## config.mk

```make
export PLATFORM = sky130hd
export DESIGN_NAME = tss_front
export DESIGN_NICKNAME = d
export VERILOG_FILES = /design/src/rtl/tss_pkg.sv /design/src/rtl/tss_front.sv
export SDC_FILE = /design/constraint.sdc
export NUM_CORES = 2
export LEC_CHECK = 0
export BUFFER_PORTS_ARGS = -buffer_cell sky130_fd_sc_hd__buf_2
export CORE_MARGIN = 5
export CORE_UTILIZATION = 35
export CTS_BUF_LIST = sky130_fd_sc_hd__clkbuf_2
export DETAILED_ROUTE_END_ITERATION = 10
export PLACE_DENSITY = 0.51
export SLEW_MARGIN = 0
export SYNTH_ARGS = -nofsm -noshare
export SYNTH_HDL_FRONTEND = slang
export SYNTH_SLANG_ARGS = --single-unit
export TNS_END_PERCENT = 20
```

## constraint.sdc

```tcl
create_clock -name clk_i -period 10.81 [get_ports clk_i]
set_clock_uncertainty 0.1 [all_clocks]
set_input_delay 2.162 -clock clk_i [delete_from_list [all_inputs] [get_ports clk_i]]
set_output_delay 2.162 -clock clk_i [all_outputs]
set_load 0.01 [all_outputs]
```

## src/rtl/tss_pkg.sv

```systemverilog
`timescale 1ns / 1ps

package tss_pkg;

  // Angle input: Q3.28, pi is the clamp limit
  localparam int unsigned          ANGLE_W    = 32;
  localparam int unsigned          ANGLE_FRAC = 28;
  localparam logic signed [31:0]   PI_Q28     = 32'sd843314857;
  localparam logic signed [31:0]   NEG_PI_Q28 = -32'sd843314857;

  // |angle| after clamping fits 30 bits; its square keeps 56 fraction bits
  localparam int unsigned AMAG_W  = 30;
  localparam int unsigned SQ_W    = 2 * AMAG_W;
  localparam int unsigned SQ_FRAC = 2 * ANGLE_FRAC;

  // Term divisor (2i)(2i+1) stays below 2^12 for up to 24 terms
  localparam int unsigned DIV_W = 12;

  // Integer headroom above the internal fraction bits
  localparam int unsigned MAG_GUARD = 3;   // largest term is x^3/6 < 8
  localparam int unsigned ACC_GUARD = 5;   // signed partial sums stay below 8
  localparam int unsigned N_GUARD   = 8;   // term * x^2 before the divide

  localparam int unsigned SINE_W  = 32;
  localparam int          OUT_ONE = 1073741824;

  typedef struct packed {
    logic valid;
    logic neg;
    logic clamped;
  } tss_ctl_t;

endpackage

```

## src/rtl/tss_front.sv

```systemverilog
`timescale 1ns / 1ps

// Clamp, sign/magnitude split, x^2 and the first term.
module tss_front import tss_pkg::*; #(
  parameter int unsigned FRAC_BITS = 40
) (
  input  logic                               clk_i,
  input  logic                               rst_ni,
  input  logic                               en_i,
  input  logic                               valid_i,
  input  logic [ANGLE_W-1:0]                 angle_i,
  output tss_ctl_t                           ctl_o,
  output logic [FRAC_BITS+MAG_GUARD-1:0]     mag_o,
  output logic [SQ_W-1:0]                    sq_o,
  output logic [FRAC_BITS+ACC_GUARD-1:0]     acc_o
);

  localparam int unsigned MAG_W = FRAC_BITS + MAG_GUARD;
  localparam int unsigned ACC_W = FRAC_BITS + ACC_GUARD;

  logic signed [31:0]  angle_s, angle_c;
  logic [31:0]         amag32;
  logic                neg_d, clamped_d;
  logic [AMAG_W-1:0]   amag_q;
  tss_ctl_t            ctl1_q, ctl2_q;
  logic [SQ_W-1:0]     sq_d, sq_q;
  logic [MAG_W-1:0]    mag_d, mag_q;
  logic [ACC_W-1:0]    acc_d, acc_q;

  always_comb begin
    angle_s   = $signed(angle_i);
    clamped_d = 1'b0;
    angle_c   = angle_s;
    if (angle_s > PI_Q28) begin
      angle_c   = PI_Q28;
      clamped_d = 1'b1;
    end else if (angle_s < NEG_PI_Q28) begin
      angle_c   = NEG_PI_Q28;
      clamped_d = 1'b1;
    end
    neg_d  = angle_c[31];
    amag32 = neg_d ? 32'(-angle_c) : 32'(angle_c);
  end

  always_comb begin
    sq_d  = SQ_W'(amag_q) * SQ_W'(amag_q);
    mag_d = MAG_W'(amag_q) << (FRAC_BITS - ANGLE_FRAC);
    acc_d = ctl1_q.neg ? ACC_W'(-ACC_W'(mag_d)) : ACC_W'(mag_d);
  end

  always_ff @(posedge clk_i or negedge rst_ni) begin
    if (!rst_ni) begin
      ctl1_q <= '0;
      ctl2_q <= '0;
    end else if (en_i) begin
      ctl1_q <= '{valid: valid_i, neg: neg_d, clamped: clamped_d};
      ctl2_q <= ctl1_q;
    end
  end

  always_ff @(posedge clk_i) begin
    if (en_i) begin
      amag_q <= amag32[AMAG_W-1:0];
      sq_q   <= sq_d;
      mag_q  <= mag_d;
      acc_q  <= acc_d;
    end
  end

  assign ctl_o = ctl2_q;
  assign mag_o = mag_q;
  assign sq_o  = sq_q;
  assign acc_o = acc_q;

endmodule

```

# After elaboration in Yosys (flattened, before gate mapping)
# Cells that the tools add are included.
# totals
register_bits,171
input_bits,36
out_inout_bits,151
elab_cells,22
# classes
n_addsub,2
mul,1
magnitude_cmp,2
muxes,6
# op_table
op,n
32-bit two-way mux,2
30-bit by 30-bit multiplier with 60-bit output,1
42-bit negation with 45-bit output,1
42-bit two-way mux,1
"32-bit by 31-bit greater-than comparator with 1-bit output, second input constant",1
"32-bit by 31-bit < comparator with 1-bit output, second input constant",1
30-bit two-way mux,1
30-bit negation,1
1-bit two-way mux,2

# Depth between registers and ports, before layout
# logic_depth
word_depth,5
ltp_mapped,32
ltp_nobuf,29

# Worst setup path after synthesis
# No wires, ideal clock.
# synth_timing
path_type,register -> register
from,register amag_q[6]
to,"register sq_q[52], in the netlist sq_o[52] (data pin)"
setup_time_ps,263
arrival_ps,7683
t_required_ps,10447
setup_slack_ps,2764
path_stages_with_launch,29
n_path_buf,3
synth_period_minus_slack_ps,8046
cell_sequence,edfxtp_1 clkbuf_1 clkbuf_1 nand2_1 fa_1 inv_1 fa_1 fa_1 inv_1 fa_1 inv_1 fa_1 fa_1 fa_1 inv_1 fa_1 inv_1 ha_1 clkbuf_1 o21ai_0 o21bai_1 a221oi_1 o21ai_0 a31oi_1 o31ai_1 a31oi_1 o41ai_1 a31oi_1 xnor2_1
# synth_via
elab_chain_len,1
# synth_lines
item,line,source
"start, declared",tss_front.sv:24,logic [AMAG_W-1:0] amag_q;
"start signal, assigned",tss_front.sv:63,amag_q <= amag32[AMAG_W-1:0];
30-bit by 30-bit multiplier with 60-bit output,tss_front.sv:46,sq_d = SQ_W'(amag_q) * SQ_W'(amag_q);
named net sq_d[52],tss_front.sv:26,"logic [SQ_W-1:0] sq_d, sq_q;"
"end signal, assigned",tss_front.sv:64,sq_q <= sq_d;
"end, declared",tss_front.sv:26,
# The timed path passes the listed nets, and every way through them passes these cells.
# A chain may end at the register's enable or synchronous reset.

# Worst setup path after layout
# layout_timing
from,register amag_q[10]
to,"register sq_q[52], in the netlist sq_o[52] (data pin)"
# Same word-level chain as after synthesis.

==> flow_summary.yaml <==
setup_path:
  critPathKind: "flop to flop"
  r2r_slack_ns: 1.24
  worstSetupStartpointType: "flop"
  cp.arrival_ns: 10.41
  critical_path_required_ns: 11.65
  endpoint_kind: "flop"
  path_max_fanout: 19
grt:
  grt_pass1_vias: 24373
  grt_pass1_wl_mm: 145
  track_usage_pct: 19.3
  grt_max_degree: 78
  antenna_found_initial: 5
  overflow: 0
timing:
  maxSlewViolCount: 0
  min_period_ns: 9.57
  grt_setup_unrepaired: "false"
  hold_viol: 0
  hold_ws_ns: 0.454
  fin_setup_tns_ns: 0
  fmax_mhz: 104
  slew_headroom_pct: 30.9
  setup_viol: 0
  worstMarginPinSlew_ns: 1.04
  finalCritPeriodShare_pct: 88.5
finish:
  instances_no_fill: 4731
  finalNetCount: 4466
  fillers: 9537
  area_growth_pct: 7.36
  drive_above_1_share_pct: 7.94
  design_area_um2: 35200
logic_synthesis:
  syn_area_um2: 32800
  synth_common_cells: "inv_1 (927), fa_1 (698), nand2_1 (275)"
  syn_avg_cell_area_um2: 9.74
  ys_warn_count: 0
  yosys.cell_types.count: 69
  ys_ff_latch: 156
  synth-edff-count: 150
  post-synth-top-count-cell: "inv_1"
  ys_top_cells_by_area: "fa_1 (43%), edfxtp_1 (14%), inv_1 (11%)"
  async_flop_share_pct: 3.85
  synth_top_area_share_pct: 42.6
  syn_inst: 3367
  ys_seq_area_share_pct: 14.2
  yosys.area.top_type: "fa_1"
  synth_flop_cell: "edfxtp_1"
floorplan:
  die_area_um2: 99900
  io_pins: 187
  start_util_pct: 35.2
  core_region_area_um2: 93200
  die_x_um: 316
  rows: 112
  die_height_um: 316
routing:
  postRouteAntennaNets: 0
  wire_per_inst_um: 19.8
  firstDrtPassIters: 6
  drc: 0
  via_count: 22584
  wirelength_mm: 93.6
  avgViaCountPerCell: 4.77
  drtIter0Drc: 1392
clock_tree:
  cts_sinks: 156
  clk_latency_ns: 1.16
  cts_made_buffers: 17
  cts_resized: 0
  cts_buffer_depth: 2
  cts_tree: "built"
  holdBufCountCts: 0
  path_clk_slew_ns: 0.37
  cts_max_level: 4
  post-cts-setup-buffers: 0
  cts_root_buf: "clkbuf_2"
placed_design:
  placed_cell_area_um2: 34900
  place_hpwl_mm: 76.5
  placed_cells: 4698
  gp_congestion: 0.858
  io_buffers: 160
min_path:
  min-delay-path-class: "flop to flop"
run_status:
  outcome: "finished clean"
job:
  maxCapViolations: 0
cell type report:
cell class	instances	area, um2	share of cell area [%]
Tap cell	1254	1570	4.46
Antenna cell	1	2.50	0.00711
Clock inverter	15	190	0.540
Timing Repair Buffer	206	1160	3.31
Inverter	935	3530	10.0
Multi-Input combinational cell	2147	24000	68.2
Clock buffer	17	85.1	0.242
Sequential cell	156	4650	13.2
worst paths after layout:
check,cells after the start,to,from
min reg2reg,1,ctl_o[1],ctl1_q[1]
max reg2reg,24,sq_o[52],amag_q[10]
max in group asynchronous,1,ctl1_q[2],rst_ni
max,24,sq_o[52],amag_q[10]
min in group asynchronous,1,ctl1_q[0],rst_ni
min,1,ctl_o[1],ctl1_q[1]
through the flow:
stage          worst slack [ns]  util (%)
5_1_grt                   0.823      37.8
6_report                   1.24      37.8
3_5_place_dp               1.24      37.5
4_1_cts                    1.28      37.8
3_3_place_gp               1.36      37.5
2_1_floorplan              2.76         -
per-layer routing:
metal	track usage [%]	share of wire, %	up-vias
li1	-	-	10286
met1	24.8	41	11723
met2	34.5	52	487
met3	2.50	4.1	88
met4	4.97	2.5	0
met5	0	0	-
flip-flops by register name (all words and copies together) (netlist names):
name	cells
acc_o	32
amag_q	30
ctl1_q	3
ctl_o	3
mag_o	29
sq_o	59
logic make-up (layout without fill, tap and decap cells):
group	Yosys count	in the layout	share of synthesized area, %
AO/OA/AOI/OAI	298	298	5.80
XOR/XNOR	105	105	2.80
adder cells (fa/ha/maj)	967	967	52.9
buffers and inverters	1089	1173	12.9
flip-flops	156	156	14.2
multiplexers	14	14	0.454
other	1	27	0.0114
AND/OR/NAND/NOR	737	737	11.0
critical path: stages (launching register included):
cell,delay [ns]
edfxtp_1,0.99
nand2_1,0.21
inv_1,0.14
fa_1,0.44
fa_1,0.51
fa_1,0.52
inv_1,0.06
fa_1,0.53
inv_1,0.06
fa_1,0.46
ha_1,0.34
fa_1,0.54
inv_1,0.05
fa_1,0.53
inv_1,0.04
ha_1,0.42
nand2_1,0.08
a221o_1,0.26
o21ai_0,0.44
a31oi_1,0.42
o31ai_1,0.93
a31oi_1,0.33
o41ai_1,0.60
a31oi_1,0.24
xnor2_1,0.17
cell usage in the layout, fill, tap and decap left out, types with 68 or more instances in the layout:
cell,count
inv_1,927
fa_1,698
nand2_1,275
ha_1,269
and2_1,174
buf_2,159
edfxtp_1,150
nor2_1,146
a21oi_1,85
xnor2_1,73
o21ai_0,68
Power is not shown: default switching activity piles up to over one toggle a cycle in this logic, so the estimate is an artifact.
