$ cat src/rtl/tss_pkg.sv
`timescale 1ns / 1ps

package tss_pkg;

  // Angle input: Q3.28, pi is the clamp limit
  localparam int unsigned          ANGLE_W    = 32;
  localparam int unsigned          ANGLE_FRAC = 28;
  localparam logic signed [31:0]   PI_Q28     = 32'sd843314857;
  localparam logic signed [31:0]   NEG_PI_Q28 = -32'sd843314857;

  // |angle| after clamping fits 30 bits; its square keeps 56 fraction bits
  localparam int unsigned AMAG_W  = 30;
  localparam int unsigned SQ_W    = 2 * AMAG_W;
  localparam int unsigned SQ_FRAC = 2 * ANGLE_FRAC;

  // Term divisor (2i)(2i+1) stays below 2^12 for up to 24 terms
  localparam int unsigned DIV_W = 12;

  // Integer headroom above the internal fraction bits
  localparam int unsigned MAG_GUARD = 3;   // largest term is x^3/6 < 8
  localparam int unsigned ACC_GUARD = 5;   // signed partial sums stay below 8
  localparam int unsigned N_GUARD   = 8;   // term * x^2 before the divide

  localparam int unsigned SINE_W  = 32;
  localparam int          OUT_ONE = 1073741824;

  typedef struct packed {
    logic valid;
    logic neg;
    logic clamped;
  } tss_ctl_t;

endpackage

$ cat src/rtl/tss_out.sv
`timescale 1ns / 1ps

// Round half up to Q1.30, saturate, then a two-entry output buffer.
// The pipeline only advances while the skid entry is free.
module tss_out import tss_pkg::*; #(
  parameter int unsigned FRAC_BITS = 40
) (
  input  logic                           clk_i,
  input  logic                           rst_ni,
  input  tss_ctl_t                       ctl_i,
  input  logic [FRAC_BITS+ACC_GUARD-1:0] acc_i,
  output logic                           adv_o,
  output logic                           valid_o,
  input  logic                           ready_i,
  output logic [SINE_W-1:0]              sine_o,
  output logic                           clamped_o
);

  localparam int unsigned ACC_W = FRAC_BITS + ACC_GUARD;
  localparam logic [ACC_W-1:0]        RND_HALF = ACC_W'(1) << (FRAC_BITS - 31);
  localparam logic signed [ACC_W-1:0] POS_ONE  = ACC_W'(OUT_ONE);
  localparam logic signed [ACC_W-1:0] NEG_ONE  = -POS_ONE;

  logic [ACC_W-1:0]        rnd;
  logic signed [ACC_W-1:0] shr;
  logic [SINE_W-1:0]       sine_d, r_sine_q;
  tss_ctl_t                r_ctl_q;

  logic              adv, push, pop;
  logic              out_valid_d, out_valid_q, skid_valid_d, skid_valid_q;
  logic              out_load, skid_load;
  logic [SINE_W-1:0] out_sine_q, skid_sine_q;
  logic              out_clamped_q, skid_clamped_q;

  always_comb begin
    rnd = acc_i + RND_HALF;
    shr = $signed(rnd) >>> (FRAC_BITS - 30);
    if (shr > POS_ONE) begin
      sine_d = SINE_W'(OUT_ONE);
    end else if (shr < NEG_ONE) begin
      sine_d = SINE_W'(-OUT_ONE);
    end else begin
      sine_d = shr[SINE_W-1:0];
    end
  end

  assign adv  = ~skid_valid_q;
  assign push = adv & r_ctl_q.valid;
  assign pop  = out_valid_q & ready_i;

  always_comb begin
    out_valid_d  = out_valid_q;
    skid_valid_d = skid_valid_q;
    out_load     = 1'b0;
    skid_load    = 1'b0;
    if (skid_valid_q) begin
      if (pop) begin
        skid_valid_d = 1'b0;
        out_load     = 1'b1;
      end
    end else if (push) begin
      if (out_valid_q && !pop) begin
        skid_valid_d = 1'b1;
        skid_load    = 1'b1;
      end else begin
        out_valid_d = 1'b1;
        out_load    = 1'b1;
      end
    end else if (pop) begin
      out_valid_d = 1'b0;
    end
  end

  always_ff @(posedge clk_i or negedge rst_ni) begin
    if (!rst_ni) begin
      r_ctl_q      <= '0;
      out_valid_q  <= 1'b0;
      skid_valid_q <= 1'b0;
    end else begin
      if (adv) begin
        r_ctl_q <= ctl_i;
      end
      out_valid_q  <= out_valid_d;
      skid_valid_q <= skid_valid_d;
    end
  end

  always_ff @(posedge clk_i) begin
    if (adv) begin
      r_sine_q <= sine_d;
    end
    if (skid_load) begin
      skid_sine_q    <= r_sine_q;
      skid_clamped_q <= r_ctl_q.clamped;
    end
    if (out_load) begin
      out_sine_q    <= skid_valid_q ? skid_sine_q : r_sine_q;
      out_clamped_q <= skid_valid_q ? skid_clamped_q : r_ctl_q.clamped;
    end
  end

  assign adv_o     = adv;
  assign valid_o   = out_valid_q;
  assign sine_o    = out_sine_q;
  assign clamped_o = out_clamped_q;

endmodule

$ cat config.mk
export PLATFORM = sky130hd
export DESIGN_NAME = tss_out
export DESIGN_NICKNAME = d
export VERILOG_FILES = /design/src/rtl/tss_pkg.sv /design/src/rtl/tss_out.sv
export SDC_FILE = /design/constraint.sdc
export NUM_CORES = 1
export LEC_CHECK = 0
export BUFFER_PORTS_ARGS = -buffer_cell sky130_fd_sc_hd__buf_2
export CAP_MARGIN = 5
export CORE_MARGIN = 5
export CORE_UTILIZATION = 23
export CTS_CLUSTER_DIAMETER = 60
export DETAILED_ROUTE_END_ITERATION = 10
export HOLD_SLACK_MARGIN = 0.1
export SLEW_MARGIN = 10
export SYNTH_ARGS = -nofsm -noshare
export SYNTH_HDL_FRONTEND = slang
export SYNTH_SLANG_ARGS = --single-unit
$ cat constraint.sdc
create_clock -name clk_i -period 7.15 [get_ports clk_i]
set_input_delay 0.3575 -clock clk_i [delete_from_list [all_inputs] [get_ports clk_i]]
set_output_delay 0.3575 -clock clk_i [all_outputs]
set_load 0.1 [all_outputs]
=== Yosys cells after proc, flatten, opt, wreduce, memory -nomap -nowiden ===
Index checks and enable logic that the tools add are counted.

* RAM bits: 0
* Memories: 0
* Register bits: 102
* Output and inout port bits: 35
* Latch bits: 0
* Input bits: 51
* Bits in read-only memories: 0

* Bitwise logic cells: 3
* Reduce and logical (&&, ||, !) cells: 5
* Equal/unequal tests: 1
* Shift-type cells: 0
* $add $sub $neg: 1
* Multipliers: 0
* Multiplexer cells: 15
* Divide/modulo/power cells: 0
* Order comparisons: 2

{| class="wikitable"
|+ Operators by type and width
! kind !! number
|-
| 32-bit two-way mux || 2
|-
| 45-bit by 10-bit adder with 45-bit output (second input constant) || 1
|-
| 35-bit by 32-bit > comparator with 1-bit output (second input constant) || 1
|-
| 35-bit by 31-bit less-than comparator with 1-bit output (second input constant) || 1
|-
| 1-bit two-way mux || 13
|-
| 3-bit AND reduction || 1
|-
| 1-bit AND || 2
|-
| 2-bit != test (second input constant) || 1
|-
| 2-bit nonzero test || 1
|-
| 2-bit OR reduction || 1
|-
| 1-bit logical AND || 1
|-
| 1-bit zero test || 1
|-
| 1-bit inverter || 1
|}

=== Depth between registers and ports, before layout ===
Gate-level depths: netlist of the first run.

* Depth in word-level cells: 6
* Mapped depth: 11

=== Worst setup path after synthesis of the first run ===
Ideal clock, no wire load.

* Path type: register -> register
* Start: register skid_valid_q
* End: register out_clamped_q, in the netlist clamped_o, enable pin
* Stages on the path, launching flop included: 6
* Clock period less this slack: 4.427 ns
* Data arrival time: 3.993 ns
* Path slack: 2.723 ns
* Data required time: 6.716 ns
* Path buffers: 2
* Cell sequence: dfrtp_1 clkbuf_1 buf_1 inv_1 nand2_1 a21oi_1

* Longest elaborated chain between the ends: 4

{| class="wikitable"
|+ Ends and longest elaborated chain
! item !! line !! RTL
|-
| start: declaration || tss_out.sv:30 || <nowiki>logic out_valid_d, out_valid_q, skid_valid_d, skid_valid_q;</nowiki>
|-
| start signal: assignment || tss_out.sv:84 || <nowiki>skid_valid_q <= skid_valid_d;</nowiki>
|-
| 1-bit inverter (no line) || -- ||
|-
| named net adv_o || tss_out.sv:12 || <nowiki>output logic adv_o,</nowiki>
|-
| 1-bit AND || tss_out.sv:48 || <nowiki>assign push = adv & r_ctl_q.valid;</nowiki>
|-
| 1-bit two-way mux || tss_out.sv:61 || <nowiki>end else if (push) begin</nowiki>
|-
| 1-bit two-way mux || tss_out.sv:56 || <nowiki>if (skid_valid_q) begin</nowiki>
|-
| named net out_load || tss_out.sv:31 || <nowiki>logic out_load, skid_load;</nowiki>
|-
| end signal: assignment || tss_out.sv:98 || <nowiki>out_clamped_q <= skid_valid_q ? skid_clamped_q : r_ctl_q.clamped;</nowiki>
|-
| end: declaration || tss_out.sv:33 || <nowiki>logic out_clamped_q, skid_clamped_q;</nowiki>
|}

The timed path passes the listed nets, and every way through them passes these cells.
A chain may end at the register's enable or synchronous reset.

=== Worst setup path in the final report of the first run ===
* Start: input acc_i[9]
* End: register r_sine_q[0], data pin

* Longest elaborated chain between the ends: 3
* Elaborated cells between the ends (all ways): 4

{| class="wikitable"
|+ Ends and longest elaborated chain
! item !! line !! RTL
|-
| start: declaration || tss_out.sv:11 || <nowiki>input logic [FRAC_BITS+ACC_GUARD-1:0] acc_i,</nowiki>
|-
| 45-bit by 10-bit adder with 45-bit output * || tss_out.sv:36 || <nowiki>rnd = acc_i + RND_HALF;</nowiki>
|-
| 35-bit by 32-bit > comparator with 1-bit output or 35-bit by 31-bit less-than comparator with 1-bit output (tied branches) || tss_out.sv:38, tss_out.sv:40 ||
|-
| 2-bit OR reduction (no line) || -- ||
|-
| end signal: assignment || tss_out.sv:90 || <nowiki>r_sine_q <= sine_d;</nowiki>
|-
| end: declaration || tss_out.sv:26 || <nowiki>logic [SINE_W-1:0] sine_d, r_sine_q;</nowiki>
|}

Every way passes the cells marked *; elsewhere a longest branch is shown, timed or not.

==> results of run 1 <==
power breakdown:
part           leakage (nW)  internal (mW)  switching, mW  total, mW
combinational         0.932          0.211           1.01       1.22
clock                 0.148          0.275          0.219      0.494
sequential             1.00          0.970         0.0726       1.04
metal layers:
layer  track usage (%)  wire (um)  vias up
met3              2.52        783       13
met5                 0          0        -
li1                  -          -     1587
met1              12.6       5180     1594
met2              15.4       5660       96
met4              3.97        210        0
stage by stage:
step	util [%]	power (mW)
floorplan	-	2.07
global placement	26.1	2.27
detailed placement	26.1	2.29
CTS	27.6	2.79
global route	27.6	2.88
finish	27.6	2.75
area by class of cell:
| cell class | instances | share of cell area [%] |
|---|---|---|
| Timing Repair Buffer | 79 | 6.82 |
| Antenna cell | 3 | 0.125 |
| Sequential cell | 102 | 50.8 |
| Tap cell | 280 | 5.85 |
| Multi-Input combinational cell | 253 | 30.9 |
| Inverter | 7 | 0.439 |
| Clock inverter | 7 | 1.30 |
| Clock buffer | 9 | 3.76 |
cells in the mapped netlist (2+ instances only):
| cell type | number |
|---|---|
| sky130_fd_sc_hd__nor3_1 | 5 |
| sky130_fd_sc_hd__xnor2_1 | 18 |
| sky130_fd_sc_hd__and4_1 | 3 |
| sky130_fd_sc_hd__a21oi_1 | 11 |
| sky130_fd_sc_hd__o21ai_0 | 5 |
| sky130_fd_sc_hd__edfxtp_1 | 98 |
| sky130_fd_sc_hd__dfrtp_1 | 4 |
| sky130_fd_sc_hd__xor2_1 | 19 |
| sky130_fd_sc_hd__nor2_1 | 28 |
| sky130_fd_sc_hd__and3_1 | 9 |
| sky130_fd_sc_hd__clkbuf_1 | 7 |
| sky130_fd_sc_hd__buf_6 | 2 |
| sky130_fd_sc_hd__or2_2 | 3 |
| sky130_fd_sc_hd__inv_1 | 7 |
| sky130_fd_sc_hd__nand2_1 | 18 |
| sky130_fd_sc_hd__nand2b_1 | 2 |
| sky130_fd_sc_hd__mux2_2 | 37 |
| sky130_fd_sc_hd__buf_4 | 2 |
| sky130_fd_sc_hd__nor4_4 | 2 |
| sky130_fd_sc_hd__and2_1 | 2 |
| sky130_fd_sc_hd__nand4_1 | 23 |
| sky130_fd_sc_hd__nor2_2 | 10 |
| sky130_fd_sc_hd__ha_1 | 2 |
| sky130_fd_sc_hd__nand3_1 | 23 |
| sky130_fd_sc_hd__nor2b_1 | 2 |
| sky130_fd_sc_hd__nor3b_1 | 2 |
| sky130_fd_sc_hd__buf_2 | 9 |
| sky130_fd_sc_hd__nor4_1 | 4 |
timing repair:
action / 4_1_cts / 5_1_grt
hold endpoints to repair: 4 / 0
gates resized for setup: 0 / 0
hold buffers: 1 / 0
placed cells by master, fill, tap and decap left out, types with 3 or more instances in the layout:
master / synthesis / layout
sky130_fd_sc_hd__a21oi_1: 11 / 10
sky130_fd_sc_hd__and3_1: 9 / 9
sky130_fd_sc_hd__and4_1: 3 / 3
sky130_fd_sc_hd__buf_2: 9 / 75
sky130_fd_sc_hd__buf_4: 2 / 3
sky130_fd_sc_hd__clkbuf_16: 0 / 9
sky130_fd_sc_hd__dfrtp_1: 4 / 4
sky130_fd_sc_hd__diode_2: 0 / 3
sky130_fd_sc_hd__edfxtp_1: 98 / 98
sky130_fd_sc_hd__inv_1: 7 / 7
sky130_fd_sc_hd__inv_6: 0 / 3
sky130_fd_sc_hd__mux2_2: 37 / 37
sky130_fd_sc_hd__nand2_1: 18 / 18
sky130_fd_sc_hd__nand3_1: 23 / 23
sky130_fd_sc_hd__nand4_1: 23 / 23
sky130_fd_sc_hd__nor2_1: 28 / 28
sky130_fd_sc_hd__nor2_2: 10 / 10
sky130_fd_sc_hd__nor3_1: 5 / 5
sky130_fd_sc_hd__nor4_1: 4 / 4
sky130_fd_sc_hd__o21ai_0: 5 / 5
sky130_fd_sc_hd__or2_2: 3 / 3
sky130_fd_sc_hd__xnor2_1: 18 / 18
sky130_fd_sc_hd__xor2_1: 19 / 19
sequential cells by signal (all words and copies together) (netlist names):
signal          cells
clamped_o           1
r_ctl_q             2
r_sine_q           32
sine_o             32
skid_clamped_q      1
skid_sine_q        32
skid_valid_q        1
valid_o             1
critical path: cells and delay by family:
kind | cells | cell delay [ns]
xor gates and xnor gates | 1 | 0.26
and+or+nand+nor | 6 | 2.09
AOI/OAI and AO/OA | 1 | 0.43
adders and majority gates | 1 | 0.30
buffers and inverters | 1 | 0.12
cell families after synthesis:
group / Yosys count / synth area share (%)
compound gates: 26 / 3.54
simple gates: 150 / 17.6
flops: 102 / 60.6
buf+inv: 29 / 2.86
fa+ha+maj: 2 / 0.498
mux: 38 / 8.50
xor+xnor: 37 / 6.45
path summary, 6_finish.rpt:
kind                                                  from                   endpoint  slack, ns  depth (start not counted)
max in group asynchronous                           rst_ni        valid_o$_DFFE_PN0P_       6.66                          2
worst min register to register  r_sine_q[13]$_SDFFCE_PP0N_  skid_sine_q[13]$_DFFE_PP_       0.45                          0
worst min-delay path                               ready_i     skid_valid_q$_DFF_PN0_       0.22                          2
worst max register to register      skid_valid_q$_DFF_PN0_       sine_o[15]$_DFFE_PP_       4.88                          3
worst max-delay path                              acc_i[9]  r_sine_q[0]$_SDFFCE_PP0N_       3.78                         10
min in group asynchronous                           rst_ni     skid_valid_q$_DFF_PN0_       0.37                          2
==> results_tabular.tex, run 1 <==
\begin{tabular}{lr}
\hline
Metric & Value \\
\hline
\multicolumn{2}{l}{\textbf{Critical path}} \\
Cells along the critical path & buf\_2 -> ha\_1 -> nand4\_1 -> nor4b\_2 -> nand3\_1 -> xor2\_1 -> nand2\_1 -> or4b\_1 -> o31a\_4 -> and2b\_2 \\
Delay of the slowest cell on the worst path & approximately 0.75 ns \\
Arrival time of the worst setup path & 3.58 ns \\
Element type at the critical path start & primary input \\
Category of the most critical setup path & primary input to flop \\
Critical path data required time & 7.36 ns \\
Worst setup EP type & flop \\
Maximum fanout encountered on the critical timing path & 24 \\
Worst-path cell with the longest stage delay & sky130\_fd\_sc\_hd\_\_nor4b\_2 \\
\multicolumn{2}{l}{\textbf{STA}} \\
Min Hold Slack & $\sim$0.22 ns \\
Fin. Hold Viols & 0 \\
Worst rel slew slack & 26.1\% \\
Post-route fraction of the period consumed by the critical path & a little under half \\
RSZ-0062 raised after global routing & no \\
Slew at the pin closest to its max-slew limit & approximately 1.1 ns \\
Final period demand of the worst path & between 3 and 4 ns \\
Highest achievable clock rate & 297 MHz \\
Final Skew & 0.00708 ns \\
Setup TNS Final & 0 ns \\
Worst Slack Setup Final & about 3.8 ns \\
Final setup violation count & 0 \\
Number of max-slew violations in the final report & 0 \\
\multicolumn{2}{l}{\textbf{GRT}} \\
Maximum number of pins on one net before global-route repair & 38 \\
Number of global-route vias before repair & 3283 \\
Aggregate global-route resource usage & under 10\% \\
Total congestion overflow after global routing & 0 \\
First-pass GRT wire length & around 19 mm \\
Antenna violations before repair & 3 \\
\multicolumn{2}{l}{\textbf{Synthesis}} \\
Sequential fraction of the synthesis area & about three fifths \\
Synthesized instance count & 384 \\
Top cells by area in the synthesized netlist & sky130\_fd\_sc\_hd\_\_edfxtp\_1 59\%, sky130\_fd\_sc\_hd\_\_mux2\_2 8.3\%, sky130\_fd\_sc\_hd\_\_xor2\_1 3.3\%, sky130\_fd\_sc\_hd\_\_xnor2\_1 3.1\%, sky130\_fd\_sc\_hd\_\_nand4\_1 2.9\% \\
Flip-flop and latch count after synthesis & about 100 \\
Mean cell area of the mapped netlist & around 13 um2 \\
Number of synthesized flops with an enable pin & just under 100 \\
Largest area contributor in the synthesized netlist & sky130\_fd\_sc\_hd\_\_edfxtp\_1 \\
Post-synth top area share & between 50\% and 60\% \\
Async set or reset register ratio after synthesis & 3.92\% \\
Mapped cell area & approximately 5000 um2 \\
Library cells used by synthesis & between 50 and 60 \\
Most used flip-flop cell after synthesis & sky130\_fd\_sc\_hd\_\_edfxtp\_1 \\
YS warnings & 0 \\
Synthesized netlist net count & about 440 \\
\multicolumn{2}{l}{\textbf{Cells and area}} \\
Non-filler instance count after layout & 740 \\
Area of the multi-input gates & roughly 1800 um2 \\
NumNets Final & 505 \\
Layout-stage area growth over the synthesis result & 19.2\% \\
Sequential cell area & $\sim$3000 um2 \\
Ratio of cells with drive above 1 in the final layout & around a third \\
Final instance area & approximately 6000 um2 \\
Count of fill cells added during filler insertion & approximately 2200 \\
\multicolumn{2}{l}{\textbf{Placed design}} \\
Post-placement worst setup slack & $\sim$3.5 ns \\
Gp weighted congestion & $\sim$0.84 \\
Area after DPL & between 5000 and 6000 um2 \\
Placed insts & 720 \\
Detailed-placement wirelength estimate & 9.00 mm \\
Number of buffer cells added on primary ports & between 70 and 80 \\
\multicolumn{2}{l}{\textbf{Clock network}} \\
Clock Tree Root & sky130\_fd\_sc\_hd\_\_clkbuf\_16 \\
Later-pin clock latency in the skew report & around 0.34 ns \\
Register clock-pin slew on the reported worst setup and hold paths & roughly 0.070 ns \\
Clock tree buffer depth & 2 \\
Count of clock tree sinks & about 100 \\
TritonCTS buffer count & 9 \\
Clock tree from TritonCTS & built \\
Maximum level of the CTS H-tree & 3 \\
Count of buffers added by post-CTS timing repair for setup & 0 \\
\multicolumn{2}{l}{\textbf{Floorplanning}} \\
Standard cell core area & between 20000 and 25000 um2 \\
Initial cell density of the core & between 20\% and 30\% \\
Die Span Y & between 150 and 200 um \\
Number of top-level pins & 86 \\
Floorplan die width & between 150 and 200 um \\
Number of core rows & 54 \\
Die Outline Area & 24900 um2 \\
\multicolumn{2}{l}{\textbf{Drt}} \\
Total routed wirelength & around 12 mm \\
Routed via count divided by cell count & roughly 4.4 \\
First-iteration detailed-routing DRC count & 178 \\
Post-DR wirelength/cell & between 15 and 20 um \\
Drc violations & 0 \\
Total number of vias & roughly 3300 \\
Residual antenna-violating net count after detailed routing & 0 \\
Detailed-router iteration count before antenna repair & 4 \\
\multicolumn{2}{l}{\textbf{Power}} \\
Power per standard cell area & 460 nW/um2 \\
Maximum vdd ir drop & about 0.00015 V \\
Lkg Pwr & between 2 and 2.5 nW \\
\multicolumn{2}{l}{\textbf{Hold path}} \\
Worst hold path type & primary input to flop \\
\multicolumn{2}{l}{\textbf{Status}} \\
Result of the run & finished clean \\
\multicolumn{2}{l}{\textbf{Run}} \\
Max capacitance violation total & 0 \\
\hline
\end{tabular}
(Power assumes the default switching activity.)
==> run 2, diff against run 1 <==
- clock period: 7.15 -> 3 ns (I/O delays scaled with it)
==> results_tabular.tex, run 2 (same netlist as run 1, synthesis figures left out) <==
\begin{tabular}{lr}
\hline
Metric & Value \\
\hline
\multicolumn{2}{l}{\textbf{Status}} \\
Result of the run & finished clean \\
\multicolumn{2}{l}{\textbf{Clock network}} \\
Later-pin clock latency in the skew report & roughly 0.34 ns \\
Clock Tree Root & sky130\_fd\_sc\_hd\_\_clkbuf\_16 \\
TritonCTS buffer count & 9 \\
Register clock-pin slew on the reported worst setup and hold paths & $\sim$0.070 ns \\
Count of clock tree sinks & between 100 and 150 \\
Clock tree buffer depth & 2 \\
Maximum level of the CTS H-tree & 3 \\
Clock tree from TritonCTS & built \\
Count of buffers added by post-CTS timing repair for setup & 0 \\
Post-cts repair resize count & 0 \\
\multicolumn{2}{l}{\textbf{GRT}} \\
Total congestion overflow after global routing & 0 \\
Antenna violations before repair & 3 \\
Number of global-route vias before repair & around 3500 \\
Aggregate global-route resource usage & 10.1\% \\
Maximum number of pins on one net before global-route repair & 35 \\
First-pass GRT wire length & just under 20 mm \\
\multicolumn{2}{l}{\textbf{Critical path}} \\
Worst reg2reg path endpoint & skid\_sine\_q[12]\$\_DFFE\_PP\_ \\
Critical path data required time & 3.22 ns \\
Reg2reg setup slack & $\sim$0.86 ns \\
Arrival time of the worst setup path & roughly 3.0 ns \\
Worst setup EP type & flop \\
Worst flop-to-flop path startpoint & skid\_valid\_q\$\_DFF\_PN0\_ \\
Element type at the critical path start & primary input \\
Category of the most critical setup path & primary input to flop \\
Maximum fanout encountered on the critical timing path & 24 \\
FF-to-FF path depth & 3 \\
\multicolumn{2}{l}{\textbf{STA}} \\
Highest achievable clock rate & between 300 and 400 MHz \\
Final Skew & between 0.008 and 0.009 ns \\
Number of max-slew violations in the final report & 0 \\
Worst rel slew slack & approximately three fifths \\
Final setup violation count & 0 \\
RSZ-0062 raised after global routing & no \\
Fin. Hold Viols & 0 \\
Final period demand of the worst path & $\sim$2.8 ns \\
Post-route fraction of the period consumed by the critical path & approximately 90\% \\
Slew at the pin closest to its max-slew limit & around 0.58 ns \\
\multicolumn{2}{l}{\textbf{Power}} \\
Clock share of power & 16.7\% \\
Power share of the combinational group & between 40\% and 50\% \\
Fraction of power spent switching nets & a little under half \\
Power per standard cell area & between 1000 and 1500 nW/um2 \\
Switching power & between 3 and 4 mW \\
Seq pwr share & between 30\% and 40\% \\
Int Power & 3.41 mW \\
Maximum vdd ir drop & 0.000343 V \\
Lkg Pwr & around 2.2 nW \\
\multicolumn{2}{l}{\textbf{Cells and area}} \\
Final instance area & between 6000 and 7000 um2 \\
Commonest non-fill, non-tap cells in the layout & 98 x sky130\_fd\_sc\_hd\_\_edfxtp\_1, 75 x sky130\_fd\_sc\_hd\_\_buf\_2, 37 x sky130\_fd\_sc\_hd\_\_mux2\_2 \\
Layout-stage area growth over the synthesis result & 24.3\% \\
Core utilization of the finished layout & 28.8\% \\
NumNets Final & roughly 540 \\
Ratio of cells with drive above 1 in the final layout & between 30 and 40\% \\
Leading cell type in the layout, fill and taps excluded & sky130\_fd\_sc\_hd\_\_edfxtp\_1 \\
\multicolumn{2}{l}{\textbf{Placed design}} \\
Number of buffer cells added on primary ports & 75 \\
Area after DPL & roughly 6000 um2 \\
Detailed-placement wirelength estimate & approximately 10 mm \\
Gp weighted congestion & between 0.8 and 0.9 \\
\multicolumn{2}{l}{\textbf{Drt}} \\
Total number of vias & around 3400 \\
First-iteration detailed-routing DRC count & roughly 160 \\
Post-DR wirelength/cell & roughly 16 um \\
Total routed wirelength & about 12 mm \\
Residual antenna-violating net count after detailed routing & 0 \\
Routed via count divided by cell count & approximately 4.4 \\
Drc violations & 0 \\
Detailed-router iteration count before antenna repair & 4 \\
\multicolumn{2}{l}{\textbf{Run}} \\
Max capacitance violation total & 0 \\
\multicolumn{2}{l}{\textbf{Floorplanning}} \\
Number of top-level pins & 86 \\
Floorplan die width & around 160 um \\
Initial cell density of the core & a little under a quarter \\
Die Outline Area & $\sim$25000 um2 \\
Die Span Y & 158 um \\
Number of core rows & 54 \\
Standard cell core area & between 20000 and 25000 um2 \\
\multicolumn{2}{l}{\textbf{Hold path}} \\
Worst hold path type & primary input to asynchronous set/reset pin \\
\hline
\end{tabular}
==> run 2: cell count changes in the layout (fill, tap and decap cells not counted), sizes merged <==
| cell | previous run | this run |
|---|---|---|
| dlygate4sd3 | 1 | 4 |
| clkinvlp | 0 | 1 |
| diode | 3 | 2 |
| buf | 78 | 111 |
| inv | 10 | 9 |
| bufinv | 1 | 0 |
| clkinv | 3 | 4 |
==> run 2: how the worst max path moves through the flow <==
stage,cells past startpoint,slack (ns),from,endpoint
5_1_grt,10,0.15,acc_i[10],r_sine_q[27]$_SDFFCE_PP0N_
6_report,10,0.24,acc_i[10],r_sine_q[0]$_SDFFCE_PP0N_
3_5_place_dp,10,-0.07,acc_i[10],r_sine_q[0]$_SDFFCE_PP0N_
4_1_cts,10,0.30,acc_i[10],r_sine_q[0]$_SDFFCE_PP0N_
3_3_place_gp,10,-0.09,acc_i[10],r_sine_q[0]$_SDFFCE_PP0N_
2_1_floorplan,5,0.07,skid_valid_q$_DFF_PN0_,clamped_o$_DFFE_PP_
==> run 2: cell type report <==
| type | count | area (um2) |
|---|---|---|
| diodes | 2 | 5.00 |
| clock inverters | 7 | 53.8 |
| repair buffers | 115 | 686 |
| fillers | 2224 | 15400 |
| multi-input cells | 253 | 1850 |
| flip-flops and latches | 102 | 3040 |
| clock buffers | 9 | 225 |
| inverters | 7 | 30.0 |
| well taps | 280 | 350 |
==> run 2: what timing repair did <==
item                                    4_1_cts  5_1_grt
hold buffers                                  4        0
endpoints found under the setup margin        0        0
hold endpoints to repair                      7        0
==> run 2: power groups by stage <==
stage	Clock, mW	Combinational (mW)	Sequential [mW]
floorplan	0	0.722	4.23
global placement	0	2.92	2.53
detailed placement	0	2.95	2.54
CTS	1.13	2.96	2.51
global route	1.18	3.04	2.56
finish	1.09	2.92	2.50
==> run 2: per-layer routing <==
metal | vias up | share of wire (%) | track usage [%]
met5 | - | 0.089 | 0
met4 | 2 | 1.8 | 3.97
met3 | 14 | 3.7 | 1.72
met2 | 63 | 47 | 16.3
met1 | 1648 | 47 | 13.5
li1 | 1646 | - | -
==> run 2: worst max-delay path: stages <==
cell	delay (ns)
sky130_fd_sc_hd__buf_2	0.12
sky130_fd_sc_hd__ha_1	0.20
sky130_fd_sc_hd__nand3_1	0.15
sky130_fd_sc_hd__nor4_1	0.37
sky130_fd_sc_hd__nand3_1	0.15
sky130_fd_sc_hd__xor2_1	0.31
sky130_fd_sc_hd__o2111ai_1	0.20
sky130_fd_sc_hd__or4_1	0.55
sky130_fd_sc_hd__o31a_4	0.50
sky130_fd_sc_hd__and2b_2	0.26
==> run 2: stage by stage <==
stage	cells	setup TNS, ns	total power, mW	hold slack (ns)	setup slack [ns]
after global routing	775	0	6.79	0.157	0.150
after CTS	773	0	6.61	0.140	0.298
after global placement	753	-0.212	5.45	-0.0391	-0.0930
final	775	0	6.51	0.158	0.239
after floorplan	384	0	4.95	-0.146	0.0702
after detailed placement	753	-0.145	5.49	-0.0369	-0.0737
==> run 3, diff against run 2 <==
- ABC_AREA: unset -> 1
==> results_tabular.tex, run 3 <==
\begin{tabular}{lr}
\hline
Metric & Value \\
\hline
\multicolumn{2}{l}{\textbf{Status}} \\
Result of the run & finished clean \\
\multicolumn{2}{l}{\textbf{STA}} \\
Fin. Hold Viols & 0 \\
Slew at the pin closest to its max-slew limit & between 0.5 and 0.6 ns \\
Final period demand of the worst path & 2.00 ns \\
Post-route fraction of the period consumed by the critical path & $\sim$67\% \\
Final setup violation count & 0 \\
Number of max-slew violations in the final report & 0 \\
Worst rel slew slack & about three fifths \\
Highest achievable clock rate & 500 MHz \\
Setup TNS Final & 0 ns \\
Final Skew & 0.00920 ns \\
RSZ-0062 raised after global routing & no \\
\multicolumn{2}{l}{\textbf{GRT}} \\
Total congestion overflow after global routing & 0 \\
Maximum number of pins on one net before global-route repair & 54 \\
First-pass GRT wire length & 19.7 mm \\
Number of global-route vias before repair & around 3900 \\
Antenna violations before repair & 8 \\
Aggregate global-route resource usage & a little under a tenth \\
\multicolumn{2}{l}{\textbf{Critical path}} \\
Worst flop-to-flop path startpoint & skid\_valid\_q\$\_DFF\_PN0\_ \\
Critical path data required time & 2.85 ns \\
Worst setup EP type & output pin \\
Worst reg2reg path endpoint & sine\_o[27]\$\_DFFE\_PP\_ \\
Maximum fanout encountered on the critical timing path & between 50 and 60 \\
Arrival time of the worst setup path & between 1.5 and 2 ns \\
FF-to-FF path depth & 5 \\
Element type at the critical path start & flop \\
Category of the most critical setup path & flop to output pin \\
Setup crit start & skid\_valid\_q\$\_DFF\_PN0\_ \\
Reg2reg setup slack & about 1.2 ns \\
\multicolumn{2}{l}{\textbf{Synthesis}} \\
Flip-flop and latch count after synthesis & $\sim$100 \\
Largest area contributor in the synthesized netlist & sky130\_fd\_sc\_hd\_\_edfxtp\_1 \\
Top cells by area in the synthesized netlist & sky130\_fd\_sc\_hd\_\_edfxtp\_1 57\%, sky130\_fd\_sc\_hd\_\_nand2\_1 18\%, sky130\_fd\_sc\_hd\_\_nor2\_1 4.0\%, sky130\_fd\_sc\_hd\_\_inv\_1 4.0\%, sky130\_fd\_sc\_hd\_\_nor2\_2 4.0\% \\
Sequential fraction of the synthesis area & about 58\% \\
Mean cell area of the mapped netlist & approximately 9 um2 \\
Synthesized instance count & 582 \\
Post-synth top area share & 56.6\% \\
Mapped cell area & around 5200 um2 \\
Number of synthesized flops with an enable pin & 98 \\
Synthesized netlist net count & 635 \\
Async set or reset register ratio after synthesis & roughly 3.9\% \\
Library cells used by synthesis & 24 \\
Most instantiated cells after synthesis & 246 x sky130\_fd\_sc\_hd\_\_nand2\_1, 98 x sky130\_fd\_sc\_hd\_\_edfxtp\_1, 56 x sky130\_fd\_sc\_hd\_\_nor2\_1, 55 x sky130\_fd\_sc\_hd\_\_inv\_1, 33 x sky130\_fd\_sc\_hd\_\_nor2\_2 \\
Most used flip-flop cell after synthesis & sky130\_fd\_sc\_hd\_\_edfxtp\_1 \\
Leading cell type by number of instances after synthesis & sky130\_fd\_sc\_hd\_\_nand2\_1 \\
YS warnings & 0 \\
\multicolumn{2}{l}{\textbf{Clock network}} \\
Clock tree buffer depth & 2 \\
Clock tree from TritonCTS & built \\
Clock Tree Root & sky130\_fd\_sc\_hd\_\_clkbuf\_16 \\
Post-cts repair resize count & 0 \\
Register clock-pin slew on the reported worst setup and hold paths & around 0.07 ns \\
TritonCTS buffer count & 9 \\
Later-pin clock latency in the skew report & 0.34 ns \\
Maximum level of the CTS H-tree & 3 \\
Count of clock tree sinks & 102 \\
\multicolumn{2}{l}{\textbf{Placed design}} \\
Number of buffer cells added on primary ports & between 70 and 80 \\
Gp weighted congestion & 0.811 \\
Detailed-placement wirelength estimate & just over 9 mm \\
\multicolumn{2}{l}{\textbf{Power}} \\
Power per standard cell area & 1010 nW/um2 \\
Lkg Pwr & between 2 and 3 nW \\
Maximum vdd ir drop & roughly 0.00055 V \\
\multicolumn{2}{l}{\textbf{Drt}} \\
Routed via count divided by cell count & 3.94 \\
Drc violations & 0 \\
Residual antenna-violating net count after detailed routing & 0 \\
First-iteration detailed-routing DRC count & between 150 and 200 \\
Detailed-router iteration count before antenna repair & 4 \\
Total routed wirelength & 11.8 mm \\
Total number of vias & approximately 3800 \\
Post-DR wirelength/cell & between 10 and 15 um \\
\multicolumn{2}{l}{\textbf{Floorplanning}} \\
Standard cell core area & 22400 um2 \\
Floorplan die width & about 160 um \\
Die Outline Area & 25700 um2 \\
Number of core rows & 55 \\
Initial cell density of the core & $\sim$23\% \\
Die Span Y & 160 um \\
Number of top-level pins & 86 \\
\multicolumn{2}{l}{\textbf{Cells and area}} \\
Ratio of cells with drive above 1 in the final layout & between 20 and 25\% \\
Commonest non-fill, non-tap cells in the layout & 246 x sky130\_fd\_sc\_hd\_\_nand2\_1, 98 x sky130\_fd\_sc\_hd\_\_edfxtp\_1, 75 x sky130\_fd\_sc\_hd\_\_buf\_2 \\
Leading cell type in the layout, fill and taps excluded & sky130\_fd\_sc\_hd\_\_nand2\_1 \\
NumNets Final & around 720 \\
Layout-stage area growth over the synthesis result & 20.5\% \\
Core utilization of the finished layout & between 20\% and 30\% \\
\multicolumn{2}{l}{\textbf{Hold path}} \\
Worst Hold Endpoint & valid\_o\$\_DFFE\_PN0P\_ \\
Number of cells on the worst hold path & 4 \\
Worst hold path type & primary input to flop \\
Hold path start & ready\_i \\
\multicolumn{2}{l}{\textbf{Run}} \\
Max capacitance violation total & 0 \\
\hline
\end{tabular}
[run 3: worst max path at each step]
stage                            endpoint  slack (ns)  cells past startpoint
2_1_floorplan    skid_clamped_q$_DFFE_PP_        0.42                      4
5_1_grt        r_sine_q[12]$_SDFFCE_PP0N_        0.77                     14
3_5_place_dp   r_sine_q[18]$_SDFFCE_PP0N_        0.62                     15
3_3_place_gp    r_sine_q[3]$_SDFFCE_PP0N_        0.64                     15
4_1_cts                             adv_o        0.95                      3
6_report                            adv_o        1.00                      3
[run 3: what timing repair did]
item                                    4_1_cts  5_1_grt
hold endpoints to repair                      6        0
hold buffers                                  3        0
endpoints found under the setup margin        0        0
buffers inserted                              0        0
[run 3: metal layers]
metal | routed length [um] | up-vias | share of wire (%) | global-route usage, %
met1 | 5270 | 1647 | 45 | 11.1
met5 | 55 | - | 0.47 | 0
met3 | 699 | 26 | 5.9 | 3.03
li1 | - | 2043 | - | -
met2 | 5490 | 61 | 47 | 15.7
met4 | 252 | 12 | 2.1 | 3.87
[run 3: cells by family (layout without fill, tap and decap cells)]
family          after synthesis  count (layout)  synth area share, %
compound gates               10              10                 1.01
xor+xnor                      2               2                0.337
fa+ha+maj                     2               2                0.481
buf+inv                      66             155                 5.19
flops                       102             102                 58.5
other cells                   0               5                    0
simple gates                400             400                 34.5
[run 3: cell type report]
class / count / area, um2
fill: 2395 / 16200
antenna: 5 / 12.5
multi-input combinational: 414 / 1900
sequential: 102 / 3040
tap: 285 / 357
inverter: 55 / 206
clock inverter: 7 / 66.3
clock buffer: 9 / 225
timing repair buffer: 84 / 463
[run 3: power by group]
group / switching [mW] / total, mW / internal (mW)
Sequential: 0.148 / 2.42 / 2.27
Clock: 0.528 / 1.11 / 0.583
Combinational: 2.39 / 2.77 / 0.380
[run 3: metrics by stage]
step | hold WS (ns) | cell area, um2 | power, mW | instances | setup WS [ns]
4_1_cts | 0.113 | 6260 | 6.39 | 956 | 0.953
3_5_place_dp | -0.0392 | 5930 | 5.27 | 937 | 0.624
6_report | 0.129 | 6270 | 6.30 | 961 | 1.00
3_3_place_gp | -0.0397 | 5930 | 5.25 | 937 | 0.645
5_1_grt | 0.153 | 6260 | 6.64 | 958 | 0.766
2_1_floorplan | -0.146 | 5210 | 4.73 | 582 | 0.424
[run 3: critical path, cell delays in order (launching register included)]
cell and delay (ns):
sky130_fd_sc_hd__dfrtp_1 0.39, sky130_fd_sc_hd__inv_2 0.07, sky130_fd_sc_hd__buf_4 0.48, sky130_fd_sc_hd__buf_2 0.54
